--- config.mk ---
export PLATFORM = sky130hd
export DESIGN_NAME = sequence_pair_builder_core
export DESIGN_NICKNAME = d
export VERILOG_FILES = /design/src/design/spb_pkg.sv /design/src/design/sequence_pair_builder_core.sv /design/src/design/spb_order_store.sv
export SDC_FILE = /design/constraint.sdc
export NUM_CORES = 2
export LEC_CHECK = 0
export ABC_AREA = 0
export BUFFER_PORTS_ARGS = -buffer_cell sky130_fd_sc_hd__buf_2
export CORE_MARGIN = 3
export CORE_UTILIZATION = 58
export DETAILED_ROUTE_END_ITERATION = 8
export PLACE_DENSITY_LB_ADDON = 0.3
export SKIP_LAST_GASP = 1
export SLEW_MARGIN = 20
export SYNTH_ARGS = -nofsm -noshare
export SYNTH_HDL_FRONTEND = slang
export SYNTH_HIERARCHICAL = 1
export SYNTH_SLANG_ARGS = --single-unit
--- constraint.sdc ---
create_clock -name clk_i -period 14.72 [get_ports clk_i]
set_input_delay 1.472 -clock clk_i [delete_from_list [all_inputs] [get_ports clk_i]]
set_output_delay 1.472 -clock clk_i [all_outputs]
set_load 0.01 [all_outputs]
--- src/design/spb_pkg.sv ---
// Shared types for the sequence pair builder: item structs, sequencer codes
// and the control group of the order store. No dependencies.
package spb_pkg;

  // Results carry at most this many positions.
  localparam int unsigned EmitCap = 32;
  localparam int unsigned PosW    = 5;

  typedef struct packed {
    logic [7:0]  module_id;
    logic [15:0] left_x;
    logic [15:0] right_x;
    logic [15:0] low_y;
    logic [15:0] high_y;
    logic        start_req;
    logic        finish;
  } spb_in_t;

  typedef struct packed {
    logic [PosW-1:0] position;
    logic [7:0]      first_seq_id;
    logic [7:0]      second_seq_id;
    logic            last_entry;
    logic            overflowed;
  } spb_out_t;

  typedef enum logic [8:0] {
    S_IDLE   = 9'b000000001,
    S_FIND   = 9'b000000010,
    S_SNAP   = 9'b000000100,
    S_CMP    = 9'b000001000,
    S_LOC    = 9'b000010000,
    S_SHIFT  = 9'b000100000,
    S_PUT    = 9'b001000000,
    S_EMIT_A = 9'b010000000,
    S_EMIT_B = 9'b100000000
  } spb_state_e;

  // Kind of edit applied to one sequence.
  typedef enum logic [1:0] {
    M_INS = 2'd0,
    M_MVL = 2'd1,
    M_MVR = 2'd2
  } spb_mode_e;

  // Control of the order store: which sequence is read, which are written.
  typedef struct packed {
    logic rd_sel_b;
    logic we_a;
    logic we_b;
  } spb_ord_ctrl_t;

endpackage

--- src/design/sequence_pair_builder_core.sv ---
// Top level of the sequence pair builder: sequencer, module tables and the
// result register. Depends on spb_pkg and spb_order_store.
//
//  Channel  | Ports                   | Handshake
//  ---------+-------------------------+------------------------------------
//  item in  | start, busy, in_i       | transfer when start && !busy
//  result   | valid_o, res_o          | one-cycle strobe, no back pressure
//
// A start item seeds both sequences. Other items take a scan of the id
// table, a snapshot of sequence A, then for each held module and each
// sequence a position scan plus any shift steps and one write, all through
// the one order store port. A finish then emits each position through the
// emit states A and B.
// Reset clears the state, the module count, the drop flag and the result strobe; no clearing pass.
// Results cannot be stalled; a new item may be taken while the last result shows.
module sequence_pair_builder_core #(
  parameter int unsigned MAX_MODULES = 32
) (
  input  logic               clk_i,
  input  logic               rst_ni,
  input  logic               start,
  output logic               busy,
  input  spb_pkg::spb_in_t   in_i,
  output logic               valid_o,
  output spb_pkg::spb_out_t  res_o
);
  import spb_pkg::*;

  localparam int unsigned SW = (MAX_MODULES > 1) ? $clog2(MAX_MODULES) : 1;
  localparam int unsigned CW = $clog2(MAX_MODULES + 1);

  spb_state_e state_q, state_d;
  spb_mode_e  mode_q, mode_d;
  spb_in_t    item_q;
  logic [CW-1:0] count_q, count_d, before_q, before_d, len_a_q, len_a_d, len_b_q, len_b_d;
  logic          drop_q, drop_d;
  logic [SW-1:0] slot_q, slot_d, k_q, k_d, j_q, j_d, at_q, at_d, sp_q, sp_d;
  logic [SW-1:0] psp_q, psp_d, pmm_q, pmm_d;
  logic          psp_hit_q, psp_hit_d, pmm_hit_q, pmm_hit_d;
  logic          left_a_q, left_a_d, left_b_q, left_b_d, sel_b_q, sel_b_d;
  logic [7:0]    id_a_q, id_a_d;
  logic          valid_q, valid_d;
  spb_out_t      res_q, res_d;

  // Module tables.
  logic [7:0]    ids_mem  [MAX_MODULES];
  logic [47:0]   rect_mem [MAX_MODULES];
  logic [SW-1:0] snap_mem [MAX_MODULES];

  logic          ids_we, rect_we, snap_we;
  logic [SW-1:0] ids_waddr, rect_waddr, ids_raddr;
  logic [7:0]    ids_wdata, ids_rd;
  logic [47:0]   rect_wdata, rect_rd;
  logic [SW-1:0] snap_rd;

  spb_ord_ctrl_t ord_ctrl;
  logic [SW-1:0] ord_raddr, ord_waddr, ord_wdata, ord_rdata;

  logic [CW-1:0] len_cur, emit_n;
  logic          left_cur, go_next, go_done, accept;

  assign accept  = start && !busy;
  assign busy    = (state_q != S_IDLE);
  assign valid_o = valid_q;
  assign res_o   = res_q;

  assign ids_rd  = ids_mem[ids_raddr];
  assign snap_rd = snap_mem[k_q];
  assign rect_rd = rect_mem[snap_rd];

  assign len_cur  = sel_b_q ? len_b_q : len_a_q;
  assign left_cur = sel_b_q ? left_b_q : left_a_q;
  assign emit_n   = ((MAX_MODULES > EmitCap) && (count_q > CW'(EmitCap))) ?
                    CW'(EmitCap) : count_q;

  spb_order_store #(
    .Depth(MAX_MODULES),
    .SlotW(SW)
  ) u_order (
    .clk_i  (clk_i),
    .ctrl_i (ord_ctrl),
    .raddr_i(ord_raddr),
    .waddr_i(ord_waddr),
    .wdata_i(ord_wdata),
    .rdata_o(ord_rdata)
  );

  // Sequencer: drives the module tables and the order store from the current state.
  always_comb begin
    logic          hit_sp, hit_mm, p_hit, m_hit;
    logic [SW-1:0] p_pos, m_pos, at_v;
    state_d = state_q; mode_d = mode_q; count_d = count_q; before_d = before_q;
    len_a_d = len_a_q; len_b_d = len_b_q; drop_d = drop_q; slot_d = slot_q;
    k_d = k_q; j_d = j_q; at_d = at_q; sp_d = sp_q; psp_d = psp_q; pmm_d = pmm_q;
    psp_hit_d = psp_hit_q; pmm_hit_d = pmm_hit_q; left_a_d = left_a_q;
    left_b_d = left_b_q; sel_b_d = sel_b_q; id_a_d = id_a_q;
    valid_d = 1'b0; res_d = res_q;
    ids_we = 1'b0; ids_waddr = '0; ids_wdata = item_q.module_id; ids_raddr = k_q;
    rect_we = 1'b0; rect_waddr = slot_q;
    rect_wdata = {item_q.high_y, item_q.low_y, item_q.right_x};
    snap_we = 1'b0;
    ord_ctrl = '0; ord_ctrl.rd_sel_b = sel_b_q;
    ord_raddr = j_q; ord_waddr = j_q; ord_wdata = ord_rdata;
    go_next = 1'b0; go_done = 1'b0;
    hit_sp = 1'b0; hit_mm = 1'b0; p_hit = 1'b0; m_hit = 1'b0;
    p_pos = '0; m_pos = '0; at_v = '0;

    case (state_q)
      S_IDLE: begin
        if (accept) begin
          before_d = count_q; len_a_d = count_q; len_b_d = count_q;
          k_d = '0;
          if (in_i.start_req || count_q == '0) begin
            // Seed both sequences with this module alone.
            ids_we = 1'b1; ids_waddr = '0; ids_wdata = in_i.module_id;
            rect_we = 1'b1; rect_waddr = '0;
            rect_wdata = {in_i.high_y, in_i.low_y, in_i.right_x};
            ord_ctrl.we_a = 1'b1; ord_ctrl.we_b = 1'b1;
            ord_waddr = '0; ord_wdata = '0;
            count_d = CW'(1); drop_d = 1'b0;
            state_d = in_i.finish ? S_EMIT_A : S_IDLE;
          end else begin
            slot_d  = count_q[SW-1:0];
            state_d = S_FIND;
          end
        end
      end
      S_FIND: begin
        // Look for the id among the held modules.
        if (ids_rd == item_q.module_id) begin
          slot_d = k_q; k_d = '0; state_d = S_SNAP;
        end else if (CW'(k_q) == count_q - CW'(1)) begin
          k_d = '0;
          if (count_q >= CW'(MAX_MODULES)) begin
            drop_d = 1'b1;
            go_done = 1'b1;
          end else begin
            ids_we = 1'b1; ids_waddr = count_q[SW-1:0];
            rect_we = 1'b1; rect_waddr = count_q[SW-1:0];
            slot_d = count_q[SW-1:0];
            count_d = count_q + CW'(1);
            state_d = S_SNAP;
          end
        end else begin
          k_d = k_q + SW'(1);
        end
      end
      S_SNAP: begin
        // Copy sequence A as it stood when the item arrived.
        ord_ctrl.rd_sel_b = 1'b0; ord_raddr = k_q; snap_we = 1'b1;
        if (CW'(k_q) == before_q - CW'(1)) begin
          k_d = '0; state_d = S_CMP;
        end else begin
          k_d = k_q + SW'(1);
        end
      end
      S_CMP: begin
        // Direction rule against the stored rectangle of this module.
        sp_d = snap_rd;
        left_a_d = (item_q.left_x < rect_rd[15:0]) && (rect_rd[47:32] < item_q.low_y);
        left_b_d = (item_q.left_x < rect_rd[15:0]) && (item_q.high_y < rect_rd[31:16]);
        sel_b_d = 1'b0; j_d = '0; psp_hit_d = 1'b0; pmm_hit_d = 1'b0;
        state_d = S_LOC;
      end
      S_LOC: begin
        // Find both modules in the current sequence.
        hit_sp = (ord_rdata == sp_q);
        hit_mm = (ord_rdata == slot_q);
        p_hit = psp_hit_q || hit_sp; p_pos = hit_sp ? j_q : psp_q;
        m_hit = pmm_hit_q || hit_mm; m_pos = hit_mm ? j_q : pmm_q;
        psp_hit_d = p_hit; psp_d = p_pos; pmm_hit_d = m_hit; pmm_d = m_pos;
        if (CW'(j_q) == len_cur - CW'(1)) begin
          if (!p_hit) begin
            go_next = 1'b1;
          end else if (!m_hit) begin
            if (len_cur >= CW'(MAX_MODULES)) begin
              go_next = 1'b1;
            end else begin
              at_v = left_cur ? p_pos : p_pos + SW'(1);
              at_d = at_v; mode_d = M_INS;
              if (CW'(at_v) == len_cur) begin
                state_d = S_PUT;
              end else begin
                j_d = SW'(len_cur - CW'(1)); state_d = S_SHIFT;
              end
            end
          end else if (left_cur && m_pos > p_pos) begin
            at_d = p_pos; mode_d = M_MVL; j_d = m_pos; state_d = S_SHIFT;
          end else if (!left_cur && m_pos < p_pos) begin
            at_d = p_pos; mode_d = M_MVR; j_d = m_pos; state_d = S_SHIFT;
          end else begin
            go_next = 1'b1;
          end
        end else begin
          j_d = j_q + SW'(1);
        end
      end
      S_SHIFT: begin
        // Move one entry per cycle to open or close a gap.
        ord_ctrl.we_a = !sel_b_q; ord_ctrl.we_b = sel_b_q;
        case (mode_q)
          M_INS: begin
            ord_raddr = j_q; ord_waddr = j_q + SW'(1);
            if (j_q == at_q) state_d = S_PUT;
            else j_d = j_q - SW'(1);
          end
          M_MVL: begin
            ord_raddr = j_q - SW'(1); ord_waddr = j_q;
            if (j_q == at_q + SW'(1)) state_d = S_PUT;
            else j_d = j_q - SW'(1);
          end
          M_MVR: begin
            ord_raddr = j_q + SW'(1); ord_waddr = j_q;
            if (j_q + SW'(1) == at_q) state_d = S_PUT;
            else j_d = j_q + SW'(1);
          end
          default: begin
            state_d = S_PUT;
          end
        endcase
      end
      S_PUT: begin
        // Drop the module into its place.
        ord_ctrl.we_a = !sel_b_q; ord_ctrl.we_b = sel_b_q;
        ord_waddr = at_q; ord_wdata = slot_q;
        if (mode_q == M_INS) begin
          if (sel_b_q) len_b_d = len_b_q + CW'(1);
          else len_a_d = len_a_q + CW'(1);
        end else if (!sel_b_q) begin
          rect_we = 1'b1; rect_waddr = slot_q;
        end
        go_next = 1'b1;
      end
      S_EMIT_A: begin
        ord_ctrl.rd_sel_b = 1'b0; ord_raddr = k_q; ids_raddr = ord_rdata;
        id_a_d = ids_rd; state_d = S_EMIT_B;
      end
      S_EMIT_B: begin
        ord_ctrl.rd_sel_b = 1'b1; ord_raddr = k_q; ids_raddr = ord_rdata;
        valid_d = 1'b1;
        res_d.position = PosW'(k_q);
        res_d.first_seq_id = id_a_q;
        res_d.second_seq_id = ids_rd;
        res_d.last_entry = (CW'(k_q) == emit_n - CW'(1));
        res_d.overflowed = drop_q;
        if (CW'(k_q) == emit_n - CW'(1)) begin
          state_d = S_IDLE;
        end else begin
          k_d = k_q + SW'(1); state_d = S_EMIT_A;
        end
      end
      default: begin
        state_d = S_IDLE;
      end
    endcase

    // Advance to sequence B, then to the next held module.
    if (go_next) begin
      j_d = '0; psp_hit_d = 1'b0; pmm_hit_d = 1'b0;
      if (!sel_b_q) begin
        sel_b_d = 1'b1; state_d = S_LOC;
      end else if (CW'(k_q) == before_q - CW'(1)) begin
        go_done = 1'b1;
      end else begin
        k_d = k_q + SW'(1); state_d = S_CMP;
      end
    end
    if (go_done) begin
      k_d = '0;
      state_d = item_q.finish ? S_EMIT_A : S_IDLE;
    end
  end

  // Table writes.
  always_ff @(posedge clk_i) begin
    if (ids_we) ids_mem[ids_waddr] <= ids_wdata;
    if (rect_we) rect_mem[rect_waddr] <= rect_wdata;
    if (snap_we) snap_mem[k_q] <= ord_rdata;
  end

  // Payload registers.
  always_ff @(posedge clk_i) begin
    if (accept) item_q <= in_i;
    mode_q <= mode_d; before_q <= before_d; len_a_q <= len_a_d; len_b_q <= len_b_d;
    slot_q <= slot_d; k_q <= k_d; j_q <= j_d; at_q <= at_d; sp_q <= sp_d;
    psp_q <= psp_d; pmm_q <= pmm_d; psp_hit_q <= psp_hit_d; pmm_hit_q <= pmm_hit_d;
    left_a_q <= left_a_d; left_b_q <= left_b_d; sel_b_q <= sel_b_d;
    id_a_q <= id_a_d; res_q <= res_d;
  end

  // Control registers.
  always_ff @(posedge clk_i or negedge rst_ni) begin
    if (!rst_ni) begin
      state_q <= S_IDLE;
      count_q <= '0;
      drop_q  <= 1'b0;
      valid_q <= 1'b0;
    end else begin
      state_q <= state_d;
      count_q <= count_d;
      drop_q  <= drop_d;
      valid_q <= valid_d;
    end
  end

  // A result strobe only follows the second emit step.
  a_valid_src: assert property (@(posedge clk_i) disable iff (!rst_ni)
    valid_o |-> $past(state_q == S_EMIT_B))
    else $error("result strobe without emit step");

  // The last position of a run is never followed by another result.
  a_last_ends: assert property (@(posedge clk_i) disable iff (!rst_ni)
    valid_o && res_o.last_entry |=> !valid_o)
    else $error("result after last entry");

  // The module count stays within capacity.
  a_count_cap: assert property (@(posedge clk_i) disable iff (!rst_ni)
    count_q <= CW'(MAX_MODULES))
    else $error("module count beyond capacity");

  // Sequencing states never run with an empty table.
  a_count_busy: assert property (@(posedge clk_i) disable iff (!rst_ni)
    (state_q == S_LOC || state_q == S_EMIT_B) |-> count_q != '0)
    else $error("sequencing with no modules held");

endmodule

--- src/design/spb_order_store.sv ---
// Storage for both sequences (slot numbers per position), one read port and
// one shared write port. Depends on spb_pkg.
module spb_order_store #(
  parameter int unsigned Depth = 32,
  parameter int unsigned SlotW = 5
) (
  input  logic                  clk_i,
  input  spb_pkg::spb_ord_ctrl_t ctrl_i,
  input  logic [SlotW-1:0]      raddr_i,
  input  logic [SlotW-1:0]      waddr_i,
  input  logic [SlotW-1:0]      wdata_i,
  output logic [SlotW-1:0]      rdata_o
);
  import spb_pkg::*;

  logic [SlotW-1:0] seq_a_q [Depth];
  logic [SlotW-1:0] seq_b_q [Depth];

  // Read the selected sequence at one address.
  assign rdata_o = ctrl_i.rd_sel_b ? seq_b_q[raddr_i] : seq_a_q[raddr_i];

  // Writes go to either or both sequences at one address.
  always_ff @(posedge clk_i) begin
    if (ctrl_i.we_a) begin
      seq_a_q[waddr_i] <= wdata_i;
    end
    if (ctrl_i.we_b) begin
      seq_b_q[waddr_i] <= wdata_i;
    end
  end

endmodule
**After elaboration in Yosys (flattened, before gate mapping)**

Memories as Yosys holds them, arrays and structs flattened. A register that Yosys moved wholly into a read port is not among the register bits.
Index checks and enable logic that the tools add are counted.

- Register bits after elaboration: 181
- Latch bits: 0
- Memory bits (writable): 2,272
- Bits in read-only memories: 0
- Output and inout bits: 25
- Logic and storage cells: 280
- Memories kept: 5

Memories:

| memory | depth | width | read ports | clocked after Yosys merged registers in | write ports | line | text |
|---|---|---|---|---|---|---|---|
| rect_mem | 32 | 48 | 1 | 0 | 1 | sequence_pair_builder_core.sv:47 | `logic [47:0] rect_mem [MAX_MODULES];` |
| ids_mem | 32 | 8 | 1 | 0 | 1 | sequence_pair_builder_core.sv:46 | `logic [7:0] ids_mem [MAX_MODULES];` |
| snap_mem | 32 | 5 | 1 | 1 | 1 | sequence_pair_builder_core.sv:48 | `logic [SW-1:0] snap_mem [MAX_MODULES];` |
| u_order.seq_a_q | 32 | 5 | 1 | 0 | 1 | spb_order_store.sv:16 | `logic [SlotW-1:0] seq_a_q [Depth];` |
| u_order.seq_b_q | 32 | 5 | 1 | 0 | 1 | spb_order_store.sv:17 | `logic [SlotW-1:0] seq_b_q [Depth];` |

- $add $sub $neg: 11
- $mul: 0
- Divide/modulo/power cells: 0
- Magnitude comparators: 7
- Eq/ne operators: 42
- Shift operators: 0
- Muxes and demuxes: 154
- Bitwise logic cells: 0
- Reductions and logical operators: 29

Operators with widths:

| operator | count |
|---|---|
| $mux 5 | 45 |
| $mux 9 | 18 |
| $mux 48 | 3 |
| $pmux 9 s9 | 1 |
| $mux 6 | 11 |
| $mux 8 | 7 |
| $pmux 5 s2 | 5 |
| $lt 16x16->1 | 3 |
| $pmux 5 s3 | 3 |
| $mux 1 | 41 |
| $pmux 6 s2 | 3 |
| $pmux 9 s3 | 1 |
| $eq 5x5->1 | 5 |
| $eq 5x6->1 | 4 |
| $ne 2x2->1 const B | 11 |
| $add 5x1->5 const B | 4 |
| $pmux 5 s4 | 1 |
| $add 6x1->6 const B | 3 |
| $sub 6x1->6 const B | 3 |
| $ge 6x6->1 const B | 2 |
| $mux 2 | 6 |
| $ne 3x3->1 const B | 4 |
| $pmux 1 s2 | 6 |
| $reduce_and 6->1 | 2 |
| 37 further kinds | 51 |

**Longest topological paths before layout**

An unclocked memory read counts as a cell.

- Word-level depth: 20
- Gate-level depth with buffers: 39
- Mapped depth without buffers: 29

**Hierarchy**

Netlist, hierarchy kept.

By module, submodules not included:

| module | instances | cells an instance | area each (sq um) |
|---|---|---|---|
| sequence_pair_builder_core | 1 | 6,351 | 89,110.5 |
| spb_order_store | 1 | 618 | 12,652.1 |

**Least setup slack after synthesis**

Ideal clock, no wire load.

- Path kind: register to register
- From: register state_q[5]
- To: memory rect_mem[30][0], enable pin
- Arrival: 10.396 ns
- Required time: 14.266 ns
- Setup slack: 3.870 ns
- Stages on the path, launching flop included: 38
- Buffers on the path: 13
- Period minus slack after synthesis: 10.850 ns
- Path through: dfrtp_1 buf_2 or3_1 buf_4 buf_2 buf_2 nor3_1 and4b_1 clkbuf_1 nand2b_1 clkbuf_1 nor2_1 o21bai_1 a221o_1 buf_6 buf_8 buf_4 mux4_2 [2 not listed] o21ai_0 o21ai_1 clkbuf_1 nand4_1 nand2_2 buf_1 clkbuf_1 nand2_1 a32oi_1 and4_1 xnor2_1 a22oi_2 a2111oi_4 a21o_1 buf_2 mux2i_1 nand2_1 nor2_1

- Word-level cells in the longest chain between the ends: 12
- Elaborated cells between the ends (all ways): 29

Ends and longest elaborated chain:

| what | line | text |
|---|---|---|
| start: declaration | sequence_pair_builder_core.sv:32 | `spb_state_e state_q, state_d;` |
| start signal: assignment | sequence_pair_builder_core.sv:299 | `state_q <= state_d;` |
| $eq 9x9->1 (tied with other cells) | sequence_pair_builder_core.sv:108 | `case (state_q)` |
| $reduce_or 3->1 (no source line) | - |  |
| $pmux 5 s2 * | sequence_pair_builder_core.sv:108 |  |
| via ord_raddr[0] | sequence_pair_builder_core.sv:57 | `logic [SW-1:0] ord_raddr, ord_waddr, ord_wdata, ord_rdata;` |
| $mem_v2 32x5, on equally long branches | - |  |
| $mux 5 * | spb_order_store.sv:20 | `assign rdata_o = ctrl_i.rd_sel_b ? seq_b_q[raddr_i] : seq_a_q[raddr_i];` |
| via ord_rdata[1] | sequence_pair_builder_core.sv:57 |  |
| $mux 5 * | sequence_pair_builder_core.sv:108 |  |
| $mem_v2 32x8 * | - |  |
| $eq 8x8->1 * | sequence_pair_builder_core.sv:130 | `if (ids_rd == item_q.module_id) begin` |
| $mux 1 | sequence_pair_builder_core.sv:130 |  |
| $pmux 1 s3 | sequence_pair_builder_core.sv:108 |  |
| $mux 1 | sequence_pair_builder_core.sv:277 | `if (rect_we) rect_mem[rect_waddr] <= rect_wdata;` |
| $mux 1 (implied by the code) | sequence_pair_builder_core.sv:277 |  |
| end: declaration | sequence_pair_builder_core.sv:47 |  |

Mark *: on every way through the listed nets, which the timed path passes. The rest lies on a longest branch.

**Worst setup path in the final report**

- From: register state_q[1]
- To: memory rect_mem[26][28], enable pin

The elaborated chain is that of the path after synthesis.

==> impl_metrics.csv <==
group,metric,value,unit
floorplanning,die_y,425,um
place,gp_congestion,0.911,
timing,max-slew-margin-rel,17.1,%
worst_setup_path,worst_path_most_repeated_cell,"sky130_fd_sc_hd__buf_4",
clock_tree,cts_tree,"built",
timing,tightest_slew,1240,ps
timing,finalCriticalPeriod,12410,ps
route,routed_wire_length_per_instance,27.7,um
synth,synth_warnings,6,
global_route,via_count_of_the_first_global_routing_pass,61209,
global_route,global_route_wire_length_before_repair,395000,um
clock_tree,max-clock-path-buffers,3,
worst_setup_path,data_required_critical_path,15240,ps
timing,finalClockSkew,64.2,ps
worst_setup_path,path_class,"flop to flop",
worst_setup_path,critPathSlowestCell,"sky130_fd_sc_hd__nor2_4",
layout,design.final.nets,7149,
route,detail-route-antenna-nets,0,
layout,drive_gt1_share,12.6,%
worst_setup_path,worst_r2r_path_depth,29,
layout,multiInputGateArea,26700,um^2
synth,synthesis.nets,7114,
route,vias_per_cell,6.54,
layout,fill_cells,11975,
layout,syn_to_final_growth,11.5,%
layout,final-instance-count-excl-fill,9543,
timing,fin_hold_ws,427,ps
route,dr.first_iter.drc_count,7994,
power,ir_drop,0.181,mV
synth,synth-edff-count,2423,
synth,synthArstFlopShare,0.693,%
clock_tree,cts.root.buffer_cell,"sky130_fd_sc_hd__clkbuf_16",
status,outcome,"finished, final reports clean",
worst_setup_path,cp-start-kind,"flop",
timing,finalSetupViolCount,0,
synth,flops_latches_synth,2453,
route,routed-via-count,62434,
clock_tree,clkLatencyLatePin,880,ps
worst_hold_path,hold_depth,0,
worst_setup_path,worst-endpoint-arrival,12930,ps
timing,timing_max_transition_violations_final,0,
route,remaining_drc_errors,0,
clock_tree,clock_buffers_created_by_tritoncts,234,
worst_setup_path,endpoint_type_of_the_worst_setup_path,"flop",
floorplanning,dieArea,181000,um^2
job,cap_viol_max_count,0,
place,port-buffer-count,101,
place,place_hpwl,153000,um
global_route,grt_max_degree,197,
timing,max_freq,80.6,MHz
clock_tree,post-cts-setup-buffer-count,0,
power,p_leak,36.7,nW
layout,ff_latch_area,73500,um^2
synth,synth_seq_area_share,72.2,%
synth,synth_area,102000,um^2
place,numPlacedInstances,9092,
floorplanning,floorplan.core_area,174000,um^2
route,drt_wl_total,265000,um
clock_tree,cts-resized-gates,0,
layout,finalCoreUtilization,65.1,%
clock_tree,cts.htree.levels,4,
global_route,number_of_antenna_violations_at_the_first_check_in_global_routing,5,
timing,finalCritPeriodShare,84.3,%
power,power-per-cell-area,188,nW/um^2
floorplanning,initial_utilization,58.4,%
global_route,grt_remaining_overflow,0,
synth,postSynth.topFlopCell,"sky130_fd_sc_hd__edfxtp_1",
worst_setup_path,critical_path_peak_fanout,62,
floorplanning,num_rows,153,
worst_setup_path,crit_path_max_incr_delay,910,ps
timing,finalSetupTns,0,ps
route,firstDrtPassIters,6,
synth,yosys.cell_types.count,100,
synth,syn-mean-instance-area,14.6,um^2
worst_hold_path,min-delay-path-class,"flop to flop",
timing,hold_viol_final,0,
timing,rsz0062_at_grt,"false",
floorplanning,fp.dieW,425,um
clock_tree,cts.sink_count,2453,
floorplanning,top_level_ports,102,
clock_tree,number_of_buffers_inserted_for_hold_repair_after_clock_tree_synthesis,0,
global_route,grt.total_usage,29.2,%
synth,syn-instance-count,6969,
clock_tree,worst_setup_hold_path_clk_slew,60,ps
==> worst max-delay path, delay by kind of cell (launching register included) <==
family	cells	cell delay [ps]
and+or+nand+nor	11	4490
AOI/OAI and AO/OA	9	3040
buffers and inverters	7	3220
muxes	2	720
DFF	1	440
==> registers in the layout, summed over array words and instances (netlist names), 5 cells and up <==
name             cells
count_q              6
snap_mem           160
j_q                  5
slot_q               5
item_q              73
at_q                 5
ids_mem            256
u_order/seq_a_q    160
state_q              9
psp_q                5
len_a_q              6
k_q                  5
res_o               23
before_q             6
len_b_q              6
sp_q                 5
rect_mem          1536
u_order/seq_b_q    160
id_a_q               8
pmm_q                5
==> cell type report <==
cell class / instances / area share, %
clock buffer: 273 / 5.33
sequential: 2453 / 64.7
multi-input combinational: 3960 / 23.5
antenna: 7 / 0.0154
clock inverter: 170 / 1.78
inverter: 77 / 0.266
tap: 2325 / 2.56
timing repair buffer: 278 / 1.78
==> cell usage after synthesis (19+ instances only) <==
master                     number  area [um^2]
sky130_fd_sc_hd__a32oi_1       25          219
sky130_fd_sc_hd__mux2i_1      135         1350
sky130_fd_sc_hd__a22oi_1       20          150
sky130_fd_sc_hd__nand4_1       22          138
sky130_fd_sc_hd__nor2_1       253          950
sky130_fd_sc_hd__nor3_1        56          280
sky130_fd_sc_hd__a31oi_1      206         1290
sky130_fd_sc_hd__buf_2         63          315
sky130_fd_sc_hd__and3_1        39          244
sky130_fd_sc_hd__and2_1       372         2330
sky130_fd_sc_hd__mux2_2        23          259
sky130_fd_sc_hd__a311oi_1     191         1670
sky130_fd_sc_hd__ha_1          68          851
sky130_fd_sc_hd__edfxtp_1    2423        72800
sky130_fd_sc_hd__xor2_1        29          254
sky130_fd_sc_hd__mux4_2       116         2610
sky130_fd_sc_hd__nand2_1     1103         4140
sky130_fd_sc_hd__nand3_1       65          325
sky130_fd_sc_hd__a21oi_1      240         1200
sky130_fd_sc_hd__nor4_1        19          119
sky130_fd_sc_hd__o21ai_0       74          370
sky130_fd_sc_hd__buf_1         47          176
sky130_fd_sc_hd__nor2b_1       20          125
sky130_fd_sc_hd__nand2b_1      21          131
sky130_fd_sc_hd__xnor2_1       51          447
sky130_fd_sc_hd__o211ai_1      21          158
sky130_fd_sc_hd__clkbuf_1     352         1320
sky130_fd_sc_hd__a21o_1        30          225
sky130_fd_sc_hd__a211oi_1     537         4030
sky130_fd_sc_hd__inv_1         76          285
==> cells by family (layout without fill, tap and decap cells) <==
kind of cell,after synthesis,in the layout,synth area share (%)
buf+inv,556,798,2.21
flops,2453,2453,72.2
compound gates,1485,1485,10.4
fa+ha+maj,68,68,0.836
simple gates,2042,2042,9.23
mux,284,284,4.41
xor+xnor,81,81,0.705
other cells,0,7,0
==> routing by layer <==
metal	global-route usage (%)	wire length, um	vias up
li1	-	-	27104
met1	40.6	104000	31449
met2	46.7	127000	3297
met3	4.94	23200	584
met4	11.1	10600	0
met5	0	0	-
==> path summary, 6_finish.rpt <==
check,end,startpoint,slack [ps]
max,rect_mem[26][28],state_q[1],2310
min,res_o[13],id_a_q[3],430
max reg2reg,rect_mem[26][28],state_q[1],2310
min reg2reg,res_o[13],id_a_q[3],430
max in group asynchronous,state_q[0],rst_ni,13770
min in group asynchronous,valid_o,rst_ni,560
==> per-stage QoR <==
step	worst slack, ps	cell area (um^2)	total power [W]
floorplan	3870	102000	0.0130
global placement	2770	105000	0.0149
detailed placement	2530	105000	0.0151
CTS	2490	113000	0.0213
global route	1720	113000	0.0221
finish	2310	113000	0.0213
==> power by group <==
part	total, W	internal (W)	switching (W)
registers	0.00909	0.00894	0.000146
logic	0.00597	0.00170	0.00427
clock network	0.00623	0.00359	0.00264
==> layout by cell type, fill, tap and decap left out, drive strengths merged, types with 24 or more instances in the layout <==
cell type  netlist  final
edfxtp        2423   2423
nand2         1105   1105
a211oi         537    537
and2           372    372
buf            126    278
clkbuf         353    273
nor2           255    255
a21oi          242    242
a31oi          208    208
a311oi         191    191
mux2i          135    135
mux4           126    126
clkinv           1    117
inv             76     85
o21ai           79     79
ha              68     68
nand3           65     65
nor3            58     58
xnor2           52     52
and3            39     39
bufinv           0     36
a21o            30     30
xor2            29     29
a32oi           25     25
nor4            25     25
o211ai          24     24
(Power assumes the default switching activity.)
